### src/rtl/cbpid_pkg.sv
`timescale 1ns / 1ps
`default_nettype none
// ----------------------------------------------------------------------------
// cbpid_pkg
// Shared constants and a helper for the cascaded balance controller: mode
// codes, register indexes, gain reset values, reciprocal constants and
// fixed-point limits.
// ----------------------------------------------------------------------------
package cbpid_pkg;

  // supervisor modes (any other code runs as normal)
  localparam logic [1:0] MODE_BRAKE   = 2'd1;
  localparam logic [1:0] MODE_ISOLATE = 2'd2;

  // configuration register indexes
  localparam int unsigned CFG_IDX_W = 3;
  localparam logic [CFG_IDX_W-1:0] REG_INNER_KP = 3'd0;
  localparam logic [CFG_IDX_W-1:0] REG_INNER_KI = 3'd1;
  localparam logic [CFG_IDX_W-1:0] REG_INNER_KD = 3'd2;
  localparam logic [CFG_IDX_W-1:0] REG_OUTER_KP = 3'd3;
  localparam logic [CFG_IDX_W-1:0] REG_OUTER_KI = 3'd4;

  // gain reset values, unsigned Q8.8
  localparam logic [15:0] RST_INNER_KP = 16'd7680;
  localparam logic [15:0] RST_INNER_KI = 16'd640;
  localparam logic [15:0] RST_INNER_KD = 16'd640;
  localparam logic [15:0] RST_OUTER_KP = 16'd461;
  localparam logic [15:0] RST_OUTER_KI = 16'd38;

  // ceil(2^18 / 5): exact floor(a / 5) for a below 2^18
  localparam logic [31:0] RECIP_5   = 32'd52429;
  // ceil(2^38 / 125): exact floor(n / 125) for n below 2^31
  localparam logic [31:0] RECIP_125 = 32'd2199023256;
  // slope scale (divide by 0.004) and steering scale (16 * 150)
  localparam logic [31:0] SLOPE_SCALE = 32'd250;
  localparam logic [31:0] STEER_SCALE = 32'd2400;

  // Q16.16 limits
  localparam logic signed [23:0] OINT_LIM  = 24'sd327680;    // 5.0
  localparam logic signed [43:0] ANGLE_LIM = 44'sd983040;    // 15.0 degrees
  localparam logic signed [15:0] TILT_LIM  = 16'sd11520;     // 45.0 degrees, Q8.8
  localparam logic signed [32:0] SAT33_HI  = 33'sd2147483647;
  localparam logic signed [32:0] SAT33_LO  = -33'sd2147483648;
  localparam logic signed [43:0] SAT44_HI  = 44'sd2147483647;
  localparam logic signed [43:0] SAT44_LO  = -44'sd2147483648;

  // floor(r * 2048 / 5) for a remainder r of a division by 5
  function automatic logic [10:0] div5_frac(input logic [2:0] r);
    logic [10:0] f;
    case (r)
      3'd1:    f = 11'd409;
      3'd2:    f = 11'd819;
      3'd3:    f = 11'd1228;
      3'd4:    f = 11'd1638;
      default: f = 11'd0;
    endcase
    return f;
  endfunction

endpackage
`default_nettype wire

### src/rtl/cascaded_balance_pid_core.sv
`timescale 1ns / 1ps
`default_nettype none
// One item is processed at a time: a normal item runs the whole sequence, a tilt
// fault ends after the lean angle and isolate mode goes straight to the output;
// ready returns the cycle after the output transfer.
// The schedule is set by one shared 32x32 multiplier that forms ten products in
// sequence (velocity scale, two divides by 250, five gains, slope, steering).
// Reset loads the default gains and clears all integrators and held outputs.
// ----------------------------------------------------------------------------
// cascaded_balance_pid_core
// Two-wheel balance controller: outer velocity PI giving a lean angle, inner
// pitch PID giving a drive, then direction and left/right PWM with steering.
// All multiplications run sign-magnitude through one multiplier under a sequencer.
// ----------------------------------------------------------------------------
module cascaded_balance_pid_core
  import cbpid_pkg::*;
#(
  parameter int unsigned PWM_MAX = 999
) (
  input  wire logic                 clk_i,
  input  wire logic                 rst_ni,
  // configuration write port
  input  wire logic                 cfg_we_i,
  input  wire logic [CFG_IDX_W-1:0] cfg_idx_i,
  input  wire logic [15:0]          cfg_data_i,
  // input channel
  input  wire logic                 in_valid_i,
  output logic                      in_ready_o,
  input  wire logic [1:0]           mode_i,
  input  wire logic signed [15:0]   left_count_i,
  input  wire logic signed [15:0]   right_count_i,
  input  wire logic signed [15:0]   tilt_angle_i,
  input  wire logic                 tilt_valid_i,
  input  wire logic signed [15:0]   target_speed_i,
  input  wire logic signed [15:0]   target_turn_rate_i,
  // output channel
  output logic                      out_valid_o,
  input  wire logic                 out_ready_i,
  output logic [9:0]                pwm_left_o,
  output logic [9:0]                pwm_right_o,
  output logic                      reverse_dir_o,
  output logic                      standby_enable_o,
  output logic                      imu_fault_o
);

  localparam logic [17:0] PWM_CAP = 18'(PWM_MAX);

  typedef enum logic [4:0] {
    S_IDLE, S_VEL_MUL, S_VEL_FIX, S_ERR, S_OI_MUL, S_OKP_MUL, S_OKI_MUL,
    S_ANGLE, S_IERR, S_II_MUL, S_SLP_MUL, S_KP_MUL, S_KI_MUL, S_KD_MUL,
    S_DRV, S_PWM, S_OUT
  } state_e;

  // integer part of a Q18.16 value, zero if not positive, capped at PWM_MAX
  function automatic logic [9:0] to_pwm(input logic signed [33:0] v);
    logic [17:0] p;
    p = v[33:16];
    if (v <= 0) return 10'd0;
    if (p > PWM_CAP) return PWM_CAP[9:0];
    return p[9:0];
  endfunction

  state_e state_q;

  // gains
  logic [15:0] inner_kp_q, inner_ki_q, inner_kd_q, outer_kp_q, outer_ki_q;

  // captured item
  logic signed [16:0] sum_q;
  logic signed [15:0] tspeed_q, tturn_q, tilt_q;
  logic               tilt_fault_q;

  // working values
  logic [63:0]        prod_q;
  logic               prod_neg_q;
  logic signed [27:0] vel_q;
  logic signed [28:0] verr_q;
  logic signed [43:0] acc_q;
  logic signed [20:0] angle_q;
  logic signed [22:0] ierr_q;
  logic signed [23:0] dif_q;
  logic [31:0]        slope_mag_q;
  logic               slope_neg_q;
  logic signed [31:0] drive_q;

  // loop state
  logic signed [19:0] outer_int_q;
  logic signed [31:0] inner_int_q;
  logic signed [22:0] prev_err_q;
  logic [9:0]         held_left_q, held_right_q;
  logic               held_dir_q;

  // result registers
  logic [9:0] pwm_left_q, pwm_right_q;
  logic       reverse_q, standby_q, imu_fault_q;

  // configuration writes
  always_ff @(posedge clk_i or negedge rst_ni) begin
    if (!rst_ni) begin
      inner_kp_q <= RST_INNER_KP;
      inner_ki_q <= RST_INNER_KI;
      inner_kd_q <= RST_INNER_KD;
      outer_kp_q <= RST_OUTER_KP;
      outer_ki_q <= RST_OUTER_KI;
    end else if (cfg_we_i) begin
      unique case (cfg_idx_i)
        REG_INNER_KP: inner_kp_q <= cfg_data_i;
        REG_INNER_KI: inner_ki_q <= cfg_data_i;
        REG_INNER_KD: inner_kd_q <= cfg_data_i;
        REG_OUTER_KP: outer_kp_q <= cfg_data_i;
        REG_OUTER_KI: outer_ki_q <= cfg_data_i;
        default: ;
      endcase
    end
  end

  // magnitudes
  logic [16:0] sum_abs;
  logic [28:0] verr_abs;
  logic [19:0] oint_abs;
  logic [22:0] ierr_abs;
  logic [23:0] dif_abs;
  logic [31:0] iint_abs;
  logic [15:0] tturn_abs;
  logic [31:0] drive_abs;

  assign sum_abs   = sum_q[16]       ? 17'(-sum_q)       : 17'(sum_q);
  assign verr_abs  = verr_q[28]      ? 29'(-verr_q)      : 29'(verr_q);
  assign oint_abs  = outer_int_q[19] ? 20'(-outer_int_q) : 20'(outer_int_q);
  assign ierr_abs  = ierr_q[22]      ? 23'(-ierr_q)      : 23'(ierr_q);
  assign dif_abs   = dif_q[23]       ? 24'(-dif_q)       : 24'(dif_q);
  assign iint_abs  = inner_int_q[31] ? 32'(-inner_int_q) : 32'(inner_int_q);
  assign tturn_abs = tturn_q[15]     ? 16'(-tturn_q)     : 16'(tturn_q);
  assign drive_abs = drive_q[31]     ? 32'(-drive_q)     : 32'(drive_q);

  // velocity: (l + r) * 6144 / 5 as 2048 * floor(3|s| / 5) plus a remainder table
  logic [17:0] vel_a;
  logic [15:0] vel_qa;
  logic [17:0] vel_rem;
  logic [26:0] vel_mag;

  assign vel_a   = {sum_abs, 1'b0} + {1'b0, sum_abs};
  assign vel_qa  = prod_q[33:18];
  assign vel_rem = vel_a - ({vel_qa, 2'b00} + {2'b00, vel_qa});
  assign vel_mag = {vel_qa, 11'b0} + {16'b0, div5_frac(vel_rem[2:0])};

  // signed views of the product: gain term (/256), quotient (/250) and steering term
  logic [39:0]        term_mag;
  logic signed [41:0] term_s;
  logic [21:0]        quo_mag;
  logic signed [22:0] quo_s;
  logic signed [27:0] steer_s;

  assign term_mag = prod_q[47:8];
  assign term_s   = prod_neg_q ? -$signed({2'b00, term_mag}) : $signed({2'b00, term_mag});
  assign quo_mag  = prod_q[59:38];
  assign quo_s    = prod_neg_q ? -$signed({1'b0, quo_mag}) : $signed({1'b0, quo_mag});
  assign steer_s  = prod_neg_q ? -$signed({1'b0, prod_q[26:0]})
                               : $signed({1'b0, prod_q[26:0]});

  // integrator, angle and drive updates
  logic signed [23:0] oint_sum;
  logic signed [19:0] outer_int_d;
  logic signed [43:0] ang_sum;
  logic signed [20:0] angle_d;
  logic signed [32:0] iint_sum;
  logic signed [31:0] inner_int_d;
  logic signed [43:0] drv_sum;
  logic signed [31:0] drive_d;
  logic signed [28:0] verr_d;
  logic signed [24:0] ierr_wide;
  logic signed [33:0] drive_mag;
  logic signed [33:0] left_sum, right_sum;

  assign oint_sum  = {{4{outer_int_q[19]}}, outer_int_q} + {quo_s[22], quo_s};
  assign ang_sum   = acc_q + {{2{term_s[41]}}, term_s};
  assign iint_sum  = {inner_int_q[31], inner_int_q} + {{10{quo_s[22]}}, quo_s};
  assign drv_sum   = acc_q + {{2{term_s[41]}}, term_s};
  assign verr_d    = {{9{tspeed_q[15]}}, tspeed_q, 4'b0} - {vel_q[27], vel_q};
  assign ierr_wide = {{4{angle_q[20]}}, angle_q} - {tilt_q[15], tilt_q, 8'b0};
  assign drive_mag = {2'b00, drive_abs};
  assign left_sum  = drive_mag + {{6{steer_s[27]}}, steer_s};
  assign right_sum = drive_mag - {{6{steer_s[27]}}, steer_s};

  always_comb begin
    // outer integrator clamp
    if (oint_sum > OINT_LIM)       outer_int_d = 20'(OINT_LIM);
    else if (oint_sum < -OINT_LIM) outer_int_d = 20'(-OINT_LIM);
    else                           outer_int_d = oint_sum[19:0];
    // lean angle clamp
    if (ang_sum > ANGLE_LIM)       angle_d = 21'(ANGLE_LIM);
    else if (ang_sum < -ANGLE_LIM) angle_d = 21'(-ANGLE_LIM);
    else                           angle_d = ang_sum[20:0];
    // inner integrator saturation
    if (iint_sum > SAT33_HI)       inner_int_d = 32'(SAT33_HI);
    else if (iint_sum < SAT33_LO)  inner_int_d = 32'(SAT33_LO);
    else                           inner_int_d = iint_sum[31:0];
    // drive saturation
    if (drv_sum > SAT44_HI)        drive_d = 32'(SAT44_HI);
    else if (drv_sum < SAT44_LO)   drive_d = 32'(SAT44_LO);
    else                           drive_d = drv_sum[31:0];
  end

  // shared multiplier operand select
  logic [31:0] mul_a, mul_b;
  logic        mul_neg;
  logic [63:0] mul_p;

  always_comb begin
    mul_a   = '0;
    mul_b   = '0;
    mul_neg = 1'b0;
    unique case (state_q)
      S_VEL_MUL: begin
        mul_a = RECIP_5;
        mul_b = {14'b0, vel_a};
      end
      S_OI_MUL: begin
        mul_a   = RECIP_125;
        mul_b   = {4'b0, verr_abs[28:1]};
        mul_neg = verr_q[28];
      end
      S_OKP_MUL: begin
        mul_a   = {16'b0, outer_kp_q};
        mul_b   = {3'b0, verr_abs};
        mul_neg = verr_q[28];
      end
      S_OKI_MUL: begin
        mul_a   = {16'b0, outer_ki_q};
        mul_b   = {12'b0, oint_abs};
        mul_neg = outer_int_q[19];
      end
      S_II_MUL: begin
        mul_a   = RECIP_125;
        mul_b   = {10'b0, ierr_abs[22:1]};
        mul_neg = ierr_q[22];
      end
      S_SLP_MUL: begin
        mul_a   = SLOPE_SCALE;
        mul_b   = {8'b0, dif_abs};
        mul_neg = dif_q[23];
      end
      S_KP_MUL: begin
        mul_a   = {16'b0, inner_kp_q};
        mul_b   = {9'b0, ierr_abs};
        mul_neg = ierr_q[22];
      end
      S_KI_MUL: begin
        mul_a   = {16'b0, inner_ki_q};
        mul_b   = iint_abs;
        mul_neg = inner_int_q[31];
      end
      S_KD_MUL: begin
        mul_a   = {16'b0, inner_kd_q};
        mul_b   = slope_mag_q;
        mul_neg = slope_neg_q;
      end
      S_DRV: begin
        mul_a   = STEER_SCALE;
        mul_b   = {16'b0, tturn_abs};
        mul_neg = tturn_q[15];
      end
      default: ;
    endcase
  end

  assign mul_p = mul_a * mul_b;

  // sequencer, datapath registers and results
  always_ff @(posedge clk_i or negedge rst_ni) begin
    if (!rst_ni) begin
      state_q      <= S_IDLE;
      sum_q        <= '0;
      tspeed_q     <= '0;
      tturn_q      <= '0;
      tilt_q       <= '0;
      tilt_fault_q <= 1'b0;
      prod_q       <= '0;
      prod_neg_q   <= 1'b0;
      vel_q        <= '0;
      verr_q       <= '0;
      acc_q        <= '0;
      angle_q      <= '0;
      ierr_q       <= '0;
      dif_q        <= '0;
      slope_mag_q  <= '0;
      slope_neg_q  <= 1'b0;
      drive_q      <= '0;
      outer_int_q  <= '0;
      inner_int_q  <= '0;
      prev_err_q   <= '0;
      held_left_q  <= '0;
      held_right_q <= '0;
      held_dir_q   <= 1'b0;
      pwm_left_q   <= '0;
      pwm_right_q  <= '0;
      reverse_q    <= 1'b0;
      standby_q    <= 1'b0;
      imu_fault_q  <= 1'b0;
    end else begin
      prod_q     <= mul_p;
      prod_neg_q <= mul_neg;
      unique case (state_q)
        S_IDLE: begin
          if (in_valid_i) begin
            sum_q        <= {left_count_i[15], left_count_i}
                          + {right_count_i[15], right_count_i};
            tilt_q       <= tilt_angle_i;
            tilt_fault_q <= !tilt_valid_i || (tilt_angle_i > TILT_LIM)
                         || (tilt_angle_i < -TILT_LIM);
            // brake zeroes both targets
            tspeed_q     <= (mode_i == MODE_BRAKE) ? 16'sd0 : target_speed_i;
            tturn_q      <= (mode_i == MODE_BRAKE) ? 16'sd0 : target_turn_rate_i;
            if (mode_i == MODE_ISOLATE) begin
              held_left_q  <= '0;
              held_right_q <= '0;
              pwm_left_q   <= '0;
              pwm_right_q  <= '0;
              reverse_q    <= held_dir_q;
              standby_q    <= 1'b0;
              imu_fault_q  <= 1'b0;
              state_q      <= S_OUT;
            end else begin
              state_q <= S_VEL_MUL;
            end
          end
        end
        S_VEL_MUL: state_q <= S_VEL_FIX;
        S_VEL_FIX: begin
          vel_q   <= sum_q[16] ? -$signed({1'b0, vel_mag}) : $signed({1'b0, vel_mag});
          state_q <= S_ERR;
        end
        S_ERR: begin
          verr_q  <= verr_d;
          state_q <= S_OI_MUL;
        end
        S_OI_MUL: state_q <= S_OKP_MUL;
        S_OKP_MUL: begin
          outer_int_q <= outer_int_d;
          state_q     <= S_OKI_MUL;
        end
        S_OKI_MUL: begin
          acc_q   <= {{2{term_s[41]}}, term_s};
          state_q <= S_ANGLE;
        end
        S_ANGLE: begin
          angle_q <= angle_d;
          if (tilt_fault_q) begin
            // hold previous drive, flag the fault
            pwm_left_q  <= held_left_q;
            pwm_right_q <= held_right_q;
            reverse_q   <= held_dir_q;
            standby_q   <= 1'b1;
            imu_fault_q <= 1'b1;
            state_q     <= S_OUT;
          end else begin
            state_q <= S_IERR;
          end
        end
        S_IERR: begin
          ierr_q  <= ierr_wide[22:0];
          state_q <= S_II_MUL;
        end
        S_II_MUL: begin
          dif_q      <= {ierr_q[22], ierr_q} - {prev_err_q[22], prev_err_q};
          prev_err_q <= ierr_q;
          state_q    <= S_SLP_MUL;
        end
        S_SLP_MUL: begin
          inner_int_q <= inner_int_d;
          state_q     <= S_KP_MUL;
        end
        S_KP_MUL: begin
          slope_mag_q <= prod_q[31:0];
          slope_neg_q <= prod_neg_q;
          state_q     <= S_KI_MUL;
        end
        S_KI_MUL: begin
          acc_q   <= {{2{term_s[41]}}, term_s};
          state_q <= S_KD_MUL;
        end
        S_KD_MUL: begin
          acc_q   <= ang_sum;
          state_q <= S_DRV;
        end
        S_DRV: begin
          drive_q <= drive_d;
          state_q <= S_PWM;
        end
        S_PWM: begin
          held_dir_q   <= drive_q[31];
          held_left_q  <= to_pwm(left_sum);
          held_right_q <= to_pwm(right_sum);
          pwm_left_q   <= to_pwm(left_sum);
          pwm_right_q  <= to_pwm(right_sum);
          reverse_q    <= drive_q[31];
          standby_q    <= 1'b1;
          imu_fault_q  <= 1'b0;
          state_q      <= S_OUT;
        end
        S_OUT: begin
          if (out_ready_i) state_q <= S_IDLE;
        end
        default: state_q <= S_IDLE;
      endcase
    end
  end

  // handshake and result ports
  assign in_ready_o       = (state_q == S_IDLE);
  assign out_valid_o      = (state_q == S_OUT);
  assign pwm_left_o       = pwm_left_q;
  assign pwm_right_o      = pwm_right_q;
  assign reverse_dir_o    = reverse_q;
  assign standby_enable_o = standby_q;
  assign imu_fault_o      = imu_fault_q;

endmodule
`default_nettype wire
### config.mk
export PLATFORM = sky130hd
export DESIGN_NAME = cascaded_balance_pid_core
export DESIGN_NICKNAME = d
export VERILOG_FILES = /design/src/rtl/cbpid_pkg.sv /design/src/rtl/cascaded_balance_pid_core.sv
export SDC_FILE = /design/constraint.sdc
export NUM_CORES = 2
export LEC_CHECK = 0
export BUFFER_PORTS_ARGS = -buffer_cell sky130_fd_sc_hd__buf_2
export CAP_MARGIN = 5
export CORE_MARGIN = 2
export CORE_UTILIZATION = 70
export DETAILED_ROUTE_END_ITERATION = 7
export GPL_TIMING_DRIVEN = 0
export HOLD_SLACK_MARGIN = 0.02
export PLACE_DENSITY = 0.89
export SYNTH_ARGS = -nofsm -noshare
export SYNTH_HDL_FRONTEND = slang
export SYNTH_SLANG_ARGS = --single-unit
### constraint.sdc
create_clock -name clk_i -period 16.8 [get_ports clk_i]
set_input_delay 0.84 -clock clk_i [delete_from_list [all_inputs] [get_ports clk_i]]
set_output_delay 0.84 -clock clk_i [all_outputs]
set_load 0.1 [all_outputs]
==> results.sh <==
export IMPL_outcome="finished, violations left"
export IMPL_violations="design-rule violations, max-capacitance violations, max-slew violations"
export IMPL_initial_core_util=0.706
export IMPL_synth_cell_type_count=102
export IMPL_setup_viol=0
export IMPL_seq_area_sq_mm=0.0141
export IMPL_tightest_slew_ns=1.59
export IMPL_rsz0062_at_grt="no"
export IMPL_numCtsBuffers=68
export IMPL_cts_max_path_buffers=3
export IMPL_htreeDepth=3
export IMPL_drt_first_pass_iters=8
export IMPL_synth_edf_count=0
export IMPL_antenna_found_initial=14
export IMPL_hp_class="input port to async pin"
export IMPL_place_area_sq_mm=0.0686
export IMPL_grt_pass1_wl_microns=365000
export IMPL_drt_total_wl_microns=243000
export IMPL_area_growth_pct=7.78
export IMPL_yosysWarnings=0
export IMPL_gr_total_overflow=0
export IMPL_async_flop_share=1.00
export IMPL_ctsResizeCount=0
export IMPL_synth_xor_area_frac=0.0684
export IMPL_ant_nets=0
export IMPL_drive_gt1_frac=0.0673
export IMPL_yosysTopAreaCell="dfrtp_1"
export IMPL_clock_latency_ns=0.68
export IMPL_worst_setup_path_start_kind="register"
export IMPL_slew_headroom=-0.0604
export IMPL_synth_compound_area_frac=0.166
export IMPL_synth_top_cell_area_share=0.206
export IMPL_dp_hpwl_microns=195000
export IMPL_synth_cells=7823
export IMPL_drt_iter0_markers=8301
export IMPL_chipWidth_microns=311
export IMPL_grt_total_usage=0.498
export IMPL_synth_fa_ha_area_frac=0.291
export IMPL_synth_top_family_by_area="adder cells"
export IMPL_drc_errors=5
export IMPL_drv_cap=4
export IMPL_arrival_ns=15.21
export IMPL_end_kind="register"
export IMPL_fin_skew_ns=0.0373
export IMPL_vias_per_cell=6.68
export IMPL_multi_input_area_sq_mm=0.0471
export IMPL_synth_seq_cells=561
export IMPL_fillers=6705
export IMPL_nets=9343
export IMPL_cts_tree="built"
export IMPL_synth_area_leaders="dfrtp_1 (21%), fa_1 (17%), ha_1 (12%)"
export IMPL_critPathSlowestCell="nor2_1"
export IMPL_path_clk_slew_ns=0.06
export IMPL_hold_buffers=0
export IMPL_synthFlopType="dfrtp_1"
export IMPL_finalHoldViolCount=0
export IMPL_ys_seq_area_frac=0.213
export IMPL_grt_pass1_vias=61704
export IMPL_yosys_area_share_simple=0.164
export IMPL_cpMostUsedCell="fa_1"
export IMPL_drv_slew=26
export IMPL_path_class="register to register"
export IMPL_syn_area_per_cell_sq_um=8.43
export IMPL_avgRoutedWirePerCell_microns=25.9
export IMPL_cts_root_buf="clkbuf_16"
export IMPL_place_gp_congestion=1.14
export IMPL_cts_setup_buffers=0
export IMPL_ios=132
export IMPL_synthMuxAreaShare=0.0213
export IMPL_die_y_microns=311
export IMPL_netlist_area_sq_mm=0.0659
export IMPL_fmax_mhz=68.4
export IMPL_rows=112
export IMPL_worstPathMaxFanout=10
export IMPL_final_area_sq_mm=0.0711
export IMPL_cp_required_ns=17.39
export IMPL_grt_max_degree=117
export IMPL_layout_min_cycle_time_ns=14.63
export IMPL_portBuffers=131
export IMPL_dieArea_sq_mm=0.0967
export IMPL_core_area_sq_mm=0.0933
export IMPL_clock_sink_count=561
export IMPL_vias=62603
export IMPL_finalCritPeriodShare=0.871
export IMPL_tns_ns=0
export IMPL_slowest_delay_ns=1.20
[layer usage]
layer | track usage | part of all wire | wire (microns) | up-vias
met5 | 0.00296 | 0.00050 | 121 | -
met4 | 0.358 | 0.090 | 21800 | 11
met3 | 0.176 | 0.14 | 33700 | 1232
met2 | 0.725 | 0.42 | 101000 | 4441
met1 | 0.614 | 0.36 | 86400 | 30052
li1 | - | - | - | 26867
[critical path: cells and delay by family (launching register included)]
| kind | cells | cell delay, ns |
|---|---|---|
| compound gates | 9 | 2.68 |
| buf+inv | 8 | 3.39 |
| simple gates | 7 | 3.44 |
| fa+ha+maj | 9 | 4.35 |
| flops | 1 | 0.46 |
| xor+xnor | 1 | 0.14 |
[cell type report]
| cell class | count | area share |
|---|---|---|
| Timing Repair Buffer | 152 | 0.0137 |
| Antenna cell | 9 | 0.000317 |
| Multi-Input combinational cell | 5962 | 0.662 |
| Buffer | 340 | 0.0185 |
| Tap cell | 1254 | 0.0221 |
| Clock inverter | 41 | 0.00785 |
| Sequential cell | 561 | 0.198 |
| Inverter | 975 | 0.0515 |
| Clock buffer | 83 | 0.0259 |
[cells in the final DEF, fill, tap and decap left out, types with 112 or more instances in the layout]
| cell type | instances |
|---|---|
| nand2_1 | 1075 |
| xor2_1 | 208 |
| clkbuf_1 | 302 |
| mux2_2 | 112 |
| nor2_1 | 573 |
| a21oi_1 | 364 |
| nor3_1 | 114 |
| dfrtp_1 | 544 |
| xnor2_1 | 305 |
| fa_1 | 560 |
| o21ai_0 | 493 |
| buf_2 | 143 |
| inv_1 | 973 |
| ha_1 | 616 |
[final timing paths]
kind                                             start                     endpoint  slack [ns]  cells past startpoint
min reg2reg                held_right_q[5]$_DFFE_PN0P_  held_right_q[5]$_DFFE_PN0P_        0.49                      2
max                             state_q[4]$_DFFE_PN0P_         prod_q[58]$_DFF_PN0_        2.17                     34
max reg2reg                     state_q[4]$_DFFE_PN0P_         prod_q[58]$_DFF_PN0_        2.17                     34
min                                             rst_ni   prev_err_q[14]$_DFFE_PN0P_        0.05                      1
min in group clk_i              target_turn_rate_i[13]      tturn_q[13]$_DFFE_PN0P_        0.40                      3
max in group asynchronous                       rst_ni         prod_q[21]$_DFF_PN0_       15.02                      4
[flip-flops by register name, indices dropped and copies added (netlist names), 17 cells and up]
register	cells
prod_q	60
inner_int_q	32
ierr_q	23
verr_q	29
outer_int_q	20
slope_mag_q	32
angle_q	21
prev_err_q	23
drive_q	32
sum_q	17
vel_q	25
acc_q	44
dif_q	24
[cell families (layout without fill, tap and decap cells)]
family,after synthesis,count (layout)
simple gates,2389,2389
compound gates,1713,1713
buf+inv,1315,1591
fa+ha+maj,1203,1203
flops,561,561
xor+xnor,514,514
mux,126,126
other cells,2,26
[per-stage QoR]
step,hold slack [ns],util,std cells,setup WS (ns)
5_1_grt,0.0732,0.761,9373,2.11
2_1_floorplan,0.438,-,7838,5.81
6_report,0.0483,0.761,9377,2.17
3_5_place_dp,0.457,0.735,9241,2.64
4_1_cts,0.0544,0.761,9365,2.57
3_3_place_gp,0.450,0.731,9223,2.11
[Yosys cell counts, drive strengths merged (40+ instances only)]
library cell  count
nand2          1086
inv             974
ha              616
nor2            573
fa              560
dfrtp           544
o21ai           513
a21oi           369
xnor2           305
clkbuf          297
xor2            209
nor3            119
mux2            112
o31ai           105
a21o            103
nand3            91
or3              72
a31oi            67
o22ai            67
nand2b           65
and2             59
a211oi           56
or2              55
o21a             53
nand4            48
nor2b            48
o41ai            45
buf              43
or4              42
o21bai           40
Power is left out: the tool's default activity adds up to more than one toggle a clock period on the data nets, which glitch-free logic cannot reach.
